`src/hdl/pidcd_pkg.sv`:
```
// Shared types and constants for the PID step with clamp and deadband.
package pidcd_pkg;

    localparam int ERROR_WIDTH_DEF = 16;
    localparam int GAIN_FRAC_DEF   = 8;

    localparam int GAIN_W  = 16;
    localparam int INTEG_W = 32;
    localparam int TOL_W   = 16;
    localparam int DRIVE_W = 32;
    localparam int CFG_AW  = 5;
    localparam int CFG_DW  = 32;

    // Register indexes, taken from paddr[4:2].
    localparam logic [2:0] REG_KP     = 3'd0;
    localparam logic [2:0] REG_KI     = 3'd1;
    localparam logic [2:0] REG_KD     = 3'd2;
    localparam logic [2:0] REG_IUPPER = 3'd3;
    localparam logic [2:0] REG_ILOWER = 3'd4;
    localparam logic [2:0] REG_TOL    = 3'd5;

    typedef struct packed {
        logic signed [GAIN_W-1:0]  kp;
        logic signed [GAIN_W-1:0]  ki;
        logic signed [GAIN_W-1:0]  kd;
        logic signed [INTEG_W-1:0] upper;
        logic signed [INTEG_W-1:0] lower;
        logic        [TOL_W-1:0]   tol;
    } t_cfg;

endpackage

```
`src/hdl/pidcd_regs.sv`:
```
// Configuration register file behind the APB-style port.
module pidcd_regs
    import pidcd_pkg::*;
(
    input  logic              i_clk,
    input  logic              i_rst_n,
    input  logic              psel,
    input  logic              penable,
    input  logic              pwrite,
    input  logic [CFG_AW-1:0] paddr,
    input  logic [CFG_DW-1:0] pwdata,
    output logic [CFG_DW-1:0] prdata,
    output logic              pready,
    output t_cfg              o_cfg
);

    t_cfg r_cfg;
    logic c_wr;
    logic [2:0] c_idx;

    assign pready = 1'b1;
    assign c_wr   = psel && penable && pwrite;
    assign c_idx  = paddr[4:2];
    assign o_cfg  = r_cfg;

    always_ff @(posedge i_clk) begin
        if (!i_rst_n) begin
            r_cfg <= '0;
        end else if (c_wr) begin
            case (c_idx)
                REG_KP:     r_cfg.kp    <= pwdata[GAIN_W-1:0];
                REG_KI:     r_cfg.ki    <= pwdata[GAIN_W-1:0];
                REG_KD:     r_cfg.kd    <= pwdata[GAIN_W-1:0];
                REG_IUPPER: r_cfg.upper <= pwdata[INTEG_W-1:0];
                REG_ILOWER: r_cfg.lower <= pwdata[INTEG_W-1:0];
                REG_TOL:    r_cfg.tol   <= pwdata[TOL_W-1:0];
                default: ;
            endcase
        end
    end

    always_comb begin
        case (c_idx)
            REG_KP:     prdata = CFG_DW'($unsigned(r_cfg.kp));
            REG_KI:     prdata = CFG_DW'($unsigned(r_cfg.ki));
            REG_KD:     prdata = CFG_DW'($unsigned(r_cfg.kd));
            REG_IUPPER: prdata = CFG_DW'($unsigned(r_cfg.upper));
            REG_ILOWER: prdata = CFG_DW'($unsigned(r_cfg.lower));
            REG_TOL:    prdata = CFG_DW'(r_cfg.tol);
            default:    prdata = '0;
        endcase
    end

endmodule

```
`src/hdl/pidcd_front.sv`:
```
// Input register, integral and previous-error state, and the derivative stage.
module pidcd_front
    import pidcd_pkg::*;
#(
    parameter int ERROR_WIDTH = ERROR_WIDTH_DEF
) (
    input  logic                          i_clk,
    input  logic                          i_rst_n,
    input  t_cfg                          i_cfg,
    input  logic                          i_valid,
    input  logic signed [ERROR_WIDTH-1:0] i_error,
    input  logic                          i_restart,
    output logic                          o_stall,
    input  logic                          i_next_ready,
    output logic                          o_s2_vld,
    output logic signed [ERROR_WIDTH-1:0] o_s2_err,
    output logic signed [INTEG_W-1:0]     o_s2_sum,
    output logic signed [ERROR_WIDTH:0]   o_s2_deriv,
    output logic                          o_s2_within
);

    localparam int SUM_W = INTEG_W + 2;
    localparam int MAG_W = ERROR_WIDTH + 1;
    localparam int CMP_W = ERROR_WIDTH + TOL_W + 1;

    logic                          r_s1_vld;
    logic signed [ERROR_WIDTH-1:0] r_s1_err;
    logic                          r_s1_rst;
    logic signed [INTEG_W-1:0]     r_integ;
    logic signed [ERROR_WIDTH-1:0] r_prev;
    logic                          r_s2_vld;
    logic signed [ERROR_WIDTH-1:0] r_s2_err;
    logic signed [INTEG_W-1:0]     r_s2_sum;
    logic signed [ERROR_WIDTH:0]   r_s2_deriv;
    logic                          r_s2_within;

    logic                          c_s1_ready;
    logic                          c_s2_ready;
    logic signed [INTEG_W-1:0]     c_base_i;
    logic signed [ERROR_WIDTH-1:0] c_base_p;
    logic signed [SUM_W-1:0]       c_sum_w;
    logic signed [INTEG_W-1:0]     c_sum_sat;
    logic signed [INTEG_W-1:0]     c_sum_clamp;
    logic signed [MAG_W-1:0]       c_err_x;
    logic        [MAG_W-1:0]       c_mag;
    logic                          c_within;
    logic signed [INTEG_W-1:0]     n_integ;
    logic signed [ERROR_WIDTH:0]   c_deriv;

    assign c_s2_ready = !r_s2_vld || i_next_ready;
    assign c_s1_ready = !r_s1_vld || c_s2_ready;
    assign o_stall    = !c_s1_ready;

    always_comb begin
        c_base_i = r_s1_rst ? '0 : r_integ;
        c_base_p = r_s1_rst ? '0 : r_prev;

        // Saturating add: the top bits must all agree for the sum to fit.
        c_sum_w = SUM_W'(c_base_i) + SUM_W'(r_s1_err);
        if ((&c_sum_w[SUM_W-1:INTEG_W-1]) || !(|c_sum_w[SUM_W-1:INTEG_W-1])) begin
            c_sum_sat = c_sum_w[INTEG_W-1:0];
        end else if (c_sum_w[SUM_W-1]) begin
            c_sum_sat = {1'b1, {(INTEG_W-1){1'b0}}};
        end else begin
            c_sum_sat = {1'b0, {(INTEG_W-1){1'b1}}};
        end

        // With crossed bounds, a sum below lower gives lower, else upper.
        if (c_sum_sat < i_cfg.lower) begin
            c_sum_clamp = i_cfg.lower;
        end else if (c_sum_sat > i_cfg.upper) begin
            c_sum_clamp = i_cfg.upper;
        end else begin
            c_sum_clamp = c_sum_sat;
        end

        c_err_x  = MAG_W'(r_s1_err);
        c_mag    = r_s1_err[ERROR_WIDTH-1] ? $unsigned(-c_err_x) : $unsigned(c_err_x);
        c_within = CMP_W'(c_mag) < CMP_W'(i_cfg.tol);
        n_integ  = c_within ? '0 : c_sum_clamp;
        c_deriv  = MAG_W'(r_s1_err) - MAG_W'(c_base_p);
    end

    always_ff @(posedge i_clk) begin
        if (!i_rst_n) begin
            r_s1_vld <= 1'b0;
            r_s2_vld <= 1'b0;
            r_integ  <= '0;
            r_prev   <= '0;
        end else begin
            if (c_s1_ready) begin
                r_s1_vld <= i_valid;
            end
            if (c_s2_ready) begin
                r_s2_vld <= r_s1_vld;
            end
            if (r_s1_vld && c_s2_ready) begin
                r_integ <= n_integ;
                r_prev  <= r_s1_err;
            end
        end
    end

    always_ff @(posedge i_clk) begin
        if (i_valid && c_s1_ready) begin
            r_s1_err <= i_error;
            r_s1_rst <= i_restart;
        end
        if (r_s1_vld && c_s2_ready) begin
            r_s2_err    <= r_s1_err;
            r_s2_sum    <= n_integ;
            r_s2_deriv  <= c_deriv;
            r_s2_within <= c_within;
        end
    end

    assign o_s2_vld    = r_s2_vld;
    assign o_s2_err    = r_s2_err;
    assign o_s2_sum    = r_s2_sum;
    assign o_s2_deriv  = r_s2_deriv;
    assign o_s2_within = r_s2_within;

endmodule

```
`src/hdl/pidcd_back.sv`:
```
// Gain multiplies, accumulation, scaling with saturation, and the result register.
module pidcd_back
    import pidcd_pkg::*;
#(
    parameter int ERROR_WIDTH    = ERROR_WIDTH_DEF,
    parameter int GAIN_FRAC_BITS = GAIN_FRAC_DEF
) (
    input  logic                          i_clk,
    input  logic                          i_rst_n,
    input  t_cfg                          i_cfg,
    input  logic                          i_s2_vld,
    input  logic signed [ERROR_WIDTH-1:0] i_s2_err,
    input  logic signed [INTEG_W-1:0]     i_s2_sum,
    input  logic signed [ERROR_WIDTH:0]   i_s2_deriv,
    input  logic                          i_s2_within,
    output logic                          o_ready,
    output logic                          o_valid,
    input  logic                          i_stall,
    output logic signed [DRIVE_W-1:0]     o_drive,
    output logic                          o_within_tolerance
);

    localparam int PROP_W = GAIN_W + ERROR_WIDTH;
    localparam int INT_W  = GAIN_W + INTEG_W;
    localparam int DER_W  = GAIN_W + ERROR_WIDTH + 1;
    localparam int MAXP_W = (INT_W > DER_W) ? INT_W : DER_W;
    localparam int ACC_W  = MAXP_W + 2;

    logic                     r_p_vld;
    logic signed [PROP_W-1:0] r_p_prop;
    logic signed [INT_W-1:0]  r_p_int;
    logic signed [DER_W-1:0]  r_p_der;
    logic                     r_p_within;
    logic                     r_a_vld;
    logic signed [ACC_W-1:0]  r_a_acc;
    logic                     r_a_within;
    logic                     r_o_vld;
    logic signed [DRIVE_W-1:0] r_o_drive;
    logic                     r_o_within;

    logic                     c_o_ready;
    logic                     c_a_ready;
    logic                     c_p_ready;
    logic signed [ACC_W-1:0]  c_bias;
    logic signed [ACC_W-1:0]  c_q;
    logic signed [DRIVE_W-1:0] n_drive;

    assign c_o_ready = !r_o_vld || !i_stall;
    assign c_a_ready = !r_a_vld || c_o_ready;
    assign c_p_ready = !r_p_vld || c_a_ready;
    assign o_ready   = c_p_ready;

    always_comb begin
        // Bias negative values so the shift truncates toward zero.
        c_bias = r_a_acc[ACC_W-1] ?
            ACC_W'((65'd1 << GAIN_FRAC_BITS) - 65'd1) : '0;
        c_q = (r_a_acc + c_bias) >>> GAIN_FRAC_BITS;
        if (r_a_within) begin
            n_drive = '0;
        end else if ((&c_q[ACC_W-1:DRIVE_W-1]) || !(|c_q[ACC_W-1:DRIVE_W-1])) begin
            n_drive = c_q[DRIVE_W-1:0];
        end else if (c_q[ACC_W-1]) begin
            n_drive = {1'b1, {(DRIVE_W-1){1'b0}}};
        end else begin
            n_drive = {1'b0, {(DRIVE_W-1){1'b1}}};
        end
    end

    always_ff @(posedge i_clk) begin
        if (!i_rst_n) begin
            r_p_vld <= 1'b0;
            r_a_vld <= 1'b0;
            r_o_vld <= 1'b0;
        end else begin
            if (c_p_ready) begin
                r_p_vld <= i_s2_vld;
            end
            if (c_a_ready) begin
                r_a_vld <= r_p_vld;
            end
            if (c_o_ready) begin
                r_o_vld <= r_a_vld;
            end
        end
    end

    always_ff @(posedge i_clk) begin
        if (i_s2_vld && c_p_ready) begin
            r_p_prop   <= PROP_W'(i_cfg.kp) * PROP_W'(i_s2_err);
            r_p_int    <= INT_W'(i_cfg.ki) * INT_W'(i_s2_sum);
            r_p_der    <= DER_W'(i_cfg.kd) * DER_W'(i_s2_deriv);
            r_p_within <= i_s2_within;
        end
        if (r_p_vld && c_a_ready) begin
            r_a_acc    <= ACC_W'(r_p_prop) + ACC_W'(r_p_int) + ACC_W'(r_p_der);
            r_a_within <= r_p_within;
        end
        if (r_a_vld && c_o_ready) begin
            r_o_drive  <= n_drive;
            r_o_within <= r_a_within;
        end
    end

    assign o_valid            = r_o_vld;
    assign o_drive            = r_o_drive;
    assign o_within_tolerance = r_o_within;

endmodule

```
`src/hdl/pid_step_with_clamp_deadband.sv`:
```
// Top level of the PID step with anti-windup clamp and tolerance deadband.
//
// Each request carries one signed error sample and a restart flag; each
// produces exactly one result with the saturated drive and a flag telling
// whether the error magnitude was below the tolerance.
// Both channels use valid and stall: a request is taken on an edge with
// valid high and stall low. Gains, integral bounds and tolerance are
// written through the APB-style port, by the user only while no request is
// in flight; the block does not enforce this. A request goes from the
// accepting edge to o_valid through the input register, the integral
// stage and the multiply, accumulate and result registers. One request
// is accepted per cycle while nothing stalls; the integral update is
// registered in the integral stage. A receiver stall holds the result
// register; the stages in front keep filling any empty slots, so requests
// are still taken until the pipeline is full. Reset clears the config
// registers, the integral and the previous error, and empties the pipeline.
module pid_step_with_clamp_deadband
    import pidcd_pkg::*;
#(
    parameter int ERROR_WIDTH    = ERROR_WIDTH_DEF,
    parameter int GAIN_FRAC_BITS = GAIN_FRAC_DEF
) (
    input  logic                          i_clk,
    input  logic                          i_rst_n,
    input  logic                          psel,
    input  logic                          penable,
    input  logic                          pwrite,
    input  logic [CFG_AW-1:0]             paddr,
    input  logic [CFG_DW-1:0]             pwdata,
    output logic [CFG_DW-1:0]             prdata,
    output logic                          pready,
    input  logic                          i_valid,
    output logic                          o_stall,
    input  logic signed [ERROR_WIDTH-1:0] i_error,
    input  logic                          i_restart,
    output logic                          o_valid,
    input  logic                          i_stall,
    output logic signed [DRIVE_W-1:0]     o_drive,
    output logic                          o_within_tolerance
);

    t_cfg                          w_cfg;
    logic                          w_back_ready;
    logic                          w_s2_vld;
    logic signed [ERROR_WIDTH-1:0] w_s2_err;
    logic signed [INTEG_W-1:0]     w_s2_sum;
    logic signed [ERROR_WIDTH:0]   w_s2_deriv;
    logic                          w_s2_within;

    pidcd_regs u_regs (
        .i_clk   (i_clk),
        .i_rst_n (i_rst_n),
        .psel    (psel),
        .penable (penable),
        .pwrite  (pwrite),
        .paddr   (paddr),
        .pwdata  (pwdata),
        .prdata  (prdata),
        .pready  (pready),
        .o_cfg   (w_cfg)
    );

    pidcd_front #(
        .ERROR_WIDTH (ERROR_WIDTH)
    ) u_front (
        .i_clk        (i_clk),
        .i_rst_n      (i_rst_n),
        .i_cfg        (w_cfg),
        .i_valid      (i_valid),
        .i_error      (i_error),
        .i_restart    (i_restart),
        .o_stall      (o_stall),
        .i_next_ready (w_back_ready),
        .o_s2_vld     (w_s2_vld),
        .o_s2_err     (w_s2_err),
        .o_s2_sum     (w_s2_sum),
        .o_s2_deriv   (w_s2_deriv),
        .o_s2_within  (w_s2_within)
    );

    pidcd_back #(
        .ERROR_WIDTH    (ERROR_WIDTH),
        .GAIN_FRAC_BITS (GAIN_FRAC_BITS)
    ) u_back (
        .i_clk              (i_clk),
        .i_rst_n            (i_rst_n),
        .i_cfg              (w_cfg),
        .i_s2_vld           (w_s2_vld),
        .i_s2_err           (w_s2_err),
        .i_s2_sum           (w_s2_sum),
        .i_s2_deriv         (w_s2_deriv),
        .i_s2_within        (w_s2_within),
        .o_ready            (w_back_ready),
        .o_valid            (o_valid),
        .i_stall            (i_stall),
        .o_drive            (o_drive),
        .o_within_tolerance (o_within_tolerance)
    );

endmodule

```
`config.mk`:
```
export PLATFORM = sky130hd
export DESIGN_NAME = pid_step_with_clamp_deadband
export DESIGN_NICKNAME = d
export VERILOG_FILES = /design/src/hdl/pidcd_pkg.sv /design/src/hdl/pidcd_regs.sv /design/src/hdl/pidcd_front.sv /design/src/hdl/pidcd_back.sv /design/src/hdl/pid_step_with_clamp_deadband.sv
export SDC_FILE = /design/constraint.sdc
export NUM_CORES = 2
export LEC_CHECK = 0
export BUFFER_PORTS_ARGS = -buffer_cell sky130_fd_sc_hd__buf_4
export CAP_MARGIN = 10
export CELL_PAD_IN_SITES_DETAIL_PLACEMENT = 0
export CELL_PAD_IN_SITES_GLOBAL_PLACEMENT = 1
export CORE_MARGIN = 2
export CORE_UTILIZATION = 34
export DETAILED_ROUTE_END_ITERATION = 7
export GPL_TIMING_DRIVEN = 0
export PLACE_DENSITY_LB_ADDON = 0.1
export SLEW_MARGIN = 15
export SYNTH_ARGS = -nofsm -noshare
export SYNTH_HDL_FRONTEND = slang
export SYNTH_SLANG_ARGS = --single-unit
```
`constraint.sdc`:
```
create_clock -name i_clk -period 18.49 [get_ports i_clk]
set_clock_uncertainty 0.1 [all_clocks]
set_input_delay 3.698 -clock i_clk [delete_from_list [all_inputs] [get_ports i_clk]]
set_output_delay 3.698 -clock i_clk [all_outputs]
set_load 0.01 [all_outputs]
```
; ---- Word level (Yosys, flattened, before mapping)
; Cells that the tools add are included.
[op_classes]
n_reduce_logical = 34
addsub = 6
order_cmp = 3
muxes = 12
multipliers = 3
n_eq_ne = 5
[op_table]
columns = operator, count
row1 = $mux W32, 8
row2 = $pmux W32 S6, 1
row3 = $add A49 B33 Y50, 1
row4 = $add A50 B50 Y50, 1
row5 = $add A32 B48 Y49, 1
row6 = $mul A16 B32 Y48, 1
row7 = $add A32 B16 Y33, 1
row8 = $mul A16 B17 Y33, 1
row9 = $gt A32 B32 Y1, 1
row10 = $lt A32 B32 Y1, 1
row11 = $mul A16 B16 Y32, 1
row12 = $lt A17 B16 Y1, 1
row13 = $mux W17, 1
row14 = $neg A16 Y17, 1
row15 = $sub A16 B16 Y17, 1
row16 = $mux W16, 1
row17 = $reduce_and A2 Y1, 6
row18 = $reduce_and A11 Y1, 1
row19 = $reduce_or A11 Y1, 1
row20 = $logic_not A1 Y1, 9
row21 = $mux W8, 1
row22 = $logic_and A1 B1 Y1, 7
row23 = $logic_or A1 B1 Y1, 7
row24 = $eq A3 B2 Y1 const B, 2
row25 = other kinds (5), 6
[totals]
output_inout_bits = 68
inputBits = 61
ff_bits = 462

; ---- Depth between registers and ports, before layout
[depth]
word_depth = 10
ltp_mapped = 28
depth_no_buf = 26

; ---- Hierarchy
; Synthesis repeated with hierarchy kept, for this count alone.
[unflattened]
hier_cells = 6775
hier_area_um2 = 64595.7
[by_module_without_submodules]
columns = mod, area_per_inst_um2, instances, cells_each, seq_area_each_um2
row1 = pidcd_back, 48317.6, 1, 5011, 6005.8
row2 = pidcd_front, 10456.3, 1, 1190, 3493.4
row3 = pidcd_regs, 5821.8, 1, 574, 2562.5

; ---- Least setup slack after synthesis
; OpenSTA, ideal clock, no wires.
[synth_path]
kind = in2reg
startpoint = input i_stall
endpoint = register u_back.r_p_der[0], enable pin
arrival_time_ns = 9.132
path_buffers = 0
path_slack_ns = 8.656
required_time_ns = 17.788
path_stages = 3
setup_time_ns = 0.602
path_cell_list = and3_1 > and2_1 > nor2b_1
[synth_via]
elab_chain_cells = 5
[synth_rtl]
columns = element, line
row1 = from (decl), pid_step_with_clamp_deadband.sv:37  ; input logic i_stall,
row2 = $logic_not A1 Y1, pidcd_back.sv:48  ; assign c_o_ready = !r_o_vld || !i_stall;
row3 = $logic_or A1 B1 Y1, pidcd_back.sv:48
row4 = $logic_or A1 B1 Y1, pidcd_back.sv:49  ; assign c_a_ready = !r_a_vld || c_o_ready;
row5 = $logic_or A1 B1 Y1, pidcd_back.sv:50  ; assign c_p_ready = !r_p_vld || c_a_ready;
row6 = $logic_and A1 B1 Y1, pidcd_back.sv:88  ; if (i_s2_vld && c_p_ready) begin
row7 = to (signal assigned), pidcd_back.sv:91  ; r_p_der <= DER_W'(i_cfg.kd) * DER_W'(i_s2_deriv);
row8 = to (decl), pidcd_back.sv:32  ; logic signed [DER_W-1:0] r_p_der;
; Every way passes these cells.
; A chain may end at the register's enable or synchronous reset.

; ---- Final worst setup path
[layout_path]
startpoint = register u_front.r_s1_rst
endpoint = register u_front.r_integ[13]
[layout_via]
elab_chain_cells = 10
word_cells_on_any_way = 13
cone_classes = 1 x add/sub / 2 x order compare / 6 x mux / 4 x reduce/logical
[layout_rtl]
columns = element, line
row1 = from (decl), pidcd_front.sv:28  ; logic r_s1_rst;
row2 = from (signal assigned), pidcd_front.sv:107  ; r_s1_rst <= i_restart;
row3 = $mux W32 *, pidcd_front.sv:55  ; c_base_i = r_s1_rst ? '0 : r_integ;
row4 = $add A32 B16 Y33 *, pidcd_front.sv:59  ; c_sum_w = SUM_W'(c_base_i) + SUM_W'(r_s1_err);
row5 = $reduce_or A3 Y1, pidcd_front.sv:60  ; if ((&c_sum_w[SUM_W-1:INTEG_W-1]) || !(|c_sum_w[SUM_W-1:INTEG_W-1])) begin
row6 = $logic_not A1 Y1, pidcd_front.sv:60
row7 = $logic_or A1 B1 Y1, pidcd_front.sv:60
row8 = $mux W32 *, pidcd_front.sv:60
row9 = $gt A32 B32 Y1, pidcd_front.sv:71  ; end else if (c_sum_sat > i_cfg.upper) begin
row10 = $mux W32, pidcd_front.sv:71
row11 = $mux W32 *, pidcd_front.sv:69  ; if (c_sum_sat < i_cfg.lower) begin
row12 = $mux W32 *, pidcd_front.sv:80  ; n_integ = c_within ? '0 : c_sum_clamp;
row13 = to (signal assigned), pidcd_front.sv:98  ; r_integ <= n_integ;
row14 = to (decl), pidcd_front.sv:29  ; logic signed [INTEG_W-1:0] r_integ;
; Every way passes the cells marked *; elsewhere a longest branch is shown, timed or not.

==> summary.txt <==
Status
  – Outcome: finished, final reports clean

STA
  – RSZ-0062 raised after global routing: false
  – Slew @ Worst Pin: 1.27 ns
  – Fmax: 94.6 MHz
  – Final Hold Viols: 0
  – Period utilization: 57.2%
  – Count of final max-slew check failures: 0
  – Final setup fails: 0
  – Tmin final: around 11 ns
  – Slew Limit Headroom: between 10% and 20%
  – Post-route setup TNS: 0 ns

Logic synthesis
  – Synth warn: 0
  – Post-synth EDFFs: 281
  – Post-synthesis sequential area ratio: 19.1%
  – Synth Instances: 6794
  – Leading register cell type out of synthesis: edfxtp_1
  – Post-synthesis register bit count: 462
  – Mean Syn Cell Area: about 9.3 sq um
  – Mapped Area: approximately 63000 sq um
  – Syn_nets: 8392
  – Yosys cell types: 87
  – Post-synth ARST share: 0%

CTS
  – CTS tree: yes
  – Skew-Pair Late Insertion Delay: about 0.71 ns
  – Resize count post-CTS: 0
  – # hold bufs at CTS: 0
  – H-tree levels: 2
  – Root buffer cell: clkbuf_16
  – Post-CTS Setup Bufs: 0
  – Bufs on Longest Clock Path: 3
  – Clock Sinks: 462
  – CTS buffer count: 56
  – CTS clk-pin slew, worst paths: 0.06 ns

Power
  – Leak pwr: 31.7 nW
  – VDD IR-drop max: 0.0781 mV
  – Pwr/cell area: 41.3 nW/um^2

Placed design
  – Port Buffer Count: 125
  – Hpwl dp: 181000 microns
  – Placer congestion estimate: 0.896

Global routing
  – Met2 usage: 37.3%
  – First-pass GRT wire length: ~330000 microns
  – Gr usage total: 23.1%
  – GR peak layer: met2
  – Total congestion overflow: 0
  – Met3 Use GR: about 2.8%
  – Antenna violations before repair: 12
  – Met1 Use GR: 32.8%
  – Number of global-route vias before repair: 49000
  – Largest net degree at the start of global routing: 52

Setup path
  – Highest-delay cell along the critical path: a21oi_1
  – Critical Path End Type: flip-flop
  – FF-to-FF path depth: 24
  – CP delay by family, top: compound AO/OA/AOI/OAI gates
  – Crit path depth: 24
  – Data required time of the critical path: 18.92 ns
  – Worst path bufs/invs: 5
  – Worst-path fanout max: 10
  – Worst Setup Start Kind: flip-flop
  – Crit path top cell by count: clkbuf_1
  – WP data arrival: 11.01 ns
  – Cell chain of the critical path: clkbuf_1 > clkbuf_1 > nor2b_1 > ha_1 > a21oi_1 > o21ai_0 > a311oi_2 > a31oi_4 > a21oi_1 > o211a_1 > clkbuf_1 > o21ai_0 > ha_1 > nand4_1 > or2_2 > nor4_1 > inv_1 > a41oi_1 > nor4_1 > a21oi_1 > clkbuf_1 > mux2_2 > mux2i_1 > o21ai_0
  – Type of the worst setup path: reg2reg
  – Max incr delay on CP: between 0.8 and 0.9 ns

Cells and area
  – Area occupied by registers: 12100 sq um
  – Nets: 8587
  – Multi-input gate area: approximately 45000 sq um
  – Ratio of cells with drive above 1 in the final layout: 4.34%
  – Final Util: 37.5%
  – Fill cells: 19100
  – Area delta synth->final: 9.80%

Routing
  – Pre-antenna DRT Iters: 5
  – Post-DR vias/cell: ~4.9
  – Drc violations: 0
  – Drt wl/cell: 22.7 microns
  – DR iter-0 viols: 2915
  – Final Routed Wirelength: 216000 microns
  – Final ANT Viol Nets: 0
  – DR vias: around 46000

Hold path
  – Tightest Hold Check Type: reg2reg
  – Cell count of the worst hold path: 2

Floorplanning
  – Die width: 435 microns
  – Die H: 435 microns
  – Starting Density: 34.1%
  – # rows: about 160
  – Die area: around 190000 sq um
  – Placeable Area: 185000 sq um
  – # IOs: 129

Flow run
  – Max Cap Viol: 0
==> cells in the final DEF (no fill, tap or decap), types with 29 or more instances in the layout <==
cell,n
inv_1,1279
fa_1,1075
nand2_1,1035
ha_1,462
and2_1,412
a21oi_1,338
edfxtp_1,281
clkbuf_1,279
o21ai_0,188
nor2_1,182
dfxtp_1,181
xnor2_1,176
buf_4,132
a21o_1,108
nand3_1,77
nand2b_1,76
xor2_1,76
clkbuf_16,56
nor2b_1,55
a22oi_1,49
nand4_1,36
mux2i_1,32
and3_1,31
mux2_2,31
nor3_1,29
==> cell families after synthesis <==
group	share of synthesized area, %
buffers and inverters	9.39
AO/OA/AOI/OAI	9.07
XOR/XNOR	3.49
adder cells (fa/ha/maj)	43.2
multiplexers	1.06
AND/OR/NAND/NOR	14.8
other	0.00593
flip-flops	19.1
==> metal layers <==
metal	wire length [microns]	share of wire, %	up-vias
met4	5300	2.5	0
met2	99100	46	1044
met5	0	0	-
met1	101000	47	23400
met3	10000	4.6	166
li1	-	-	21700
==> layout make-up <==
| class | count | share of cell area [%] |
|---|---|---|
| timing repair buffer | 137 | 1.70 |
| multi-input combinational | 4761 | 65.2 |
| tap | 2480 | 4.47 |
| sequential | 462 | 17.4 |
| antenna | 9 | 0.0324 |
| clock buffer | 73 | 2.14 |
| clock inverter | 30 | 0.503 |
| inverter | 1283 | 6.93 |
| buffer | 288 | 1.62 |
==> power breakdown <==
group          leakage [nW]  total, mW  switching (mW)  internal [mW]
sequential             4.16       1.19          0.0575           1.13
clock                 0.897       1.11           0.480          0.629
combinational          26.7      0.571           0.363          0.208
==> flip-flops by register name, summed over array words and instances, names as in the netlist, 16 cells and up <==
signal              count
u_back.o_drive         32
u_back.r_a_acc         50
u_back.r_p_der         33
u_back.r_p_int         48
u_back.r_p_prop        32
u_front.o_s2_deriv     17
u_front.o_s2_err       16
u_front.o_s2_sum       32
u_front.r_integ        32
u_front.r_prev         16
u_front.r_s1_err       16
u_regs.o_cfg          128
==> synthesized netlist by cell type (18+ instances only) <==
master / count / area share [%]
a211oi_1: 18 / 0.21
clkbuf_1: 265 / 1.6
nor3_1: 29 / 0.23
mux2i_1: 32 / 0.51
o21ai_0: 188 / 1.5
nand2_1: 1035 / 6.1
a21oi_1: 338 / 2.7
a21o_1: 108 / 1.3
and2_1: 412 / 4.1
nor2b_1: 58 / 0.57
fa_1: 1075 / 34
nand4_1: 36 / 0.36
dfxtp_1: 181 / 5.7
o21bai_1: 25 / 0.30
and3_1: 31 / 0.31
nor2_1: 182 / 1.1
inv_1: 1279 / 7.6
nand2b_1: 76 / 0.75
nand3_1: 77 / 0.61
ha_1: 462 / 9.1
o21a_1: 25 / 0.30
edfxtp_1: 281 / 13
mux2_2: 31 / 0.55
a22oi_1: 49 / 0.58
xor2_1: 76 / 1.1
xnor2_1: 176 / 2.4
==> stage by stage <==
| stage | area, sq um | hold WS (ns) | std cells | setup slack, ns | total power [mW] |
|---|---|---|---|---|---|
| floorplan | 63300 | 0.300 | 6794 | 8.66 | 1.55 |
| global placement | 67300 | 0.327 | 9399 | 5.82 | 1.78 |
| detailed placement | 67600 | 0.335 | 9410 | 8.02 | 1.79 |
| CTS | 69400 | 0.349 | 9513 | 7.97 | 2.91 |
| global route | 69400 | 0.373 | 9515 | 7.55 | 3.00 |
| finish | 69500 | 0.347 | 9523 | 7.92 | 2.87 |
==> worst paths after layout <==
check / slack, ns / to / startpoint
hold reg to reg: 0.35 / u_front.r_integ[15] / u_front.r_integ[15]
setup reg to reg: 7.92 / u_front.r_integ[13] / u_front.r_s1_rst
hold / removal: 0.35 / u_front.r_integ[15] / u_front.r_integ[15]
setup / recovery: 7.92 / u_front.r_integ[13] / u_front.r_s1_rst
==> worst reg2reg max path, stage by stage, from the launching register on <==
cell	delay, ns
edfxtp_1	0.41
clkbuf_1	0.64
clkbuf_1	0.51
nor2b_1	0.20
ha_1	0.41
a21oi_1	0.16
o21ai_0	0.20
a311oi_2	0.59
a31oi_4	0.19
a21oi_1	0.34
o211a_1	0.26
clkbuf_1	0.48
o21ai_0	0.49
ha_1	0.45
nand4_1	0.08
or2_2	0.32
nor4_1	0.86
inv_1	0.10
a41oi_1	0.58
nor4_1	0.13
a21oi_1	0.88
clkbuf_1	0.64
mux2_2	0.41
mux2i_1	0.78
o21ai_0	0.22
(Power assumes the default switching activity.)
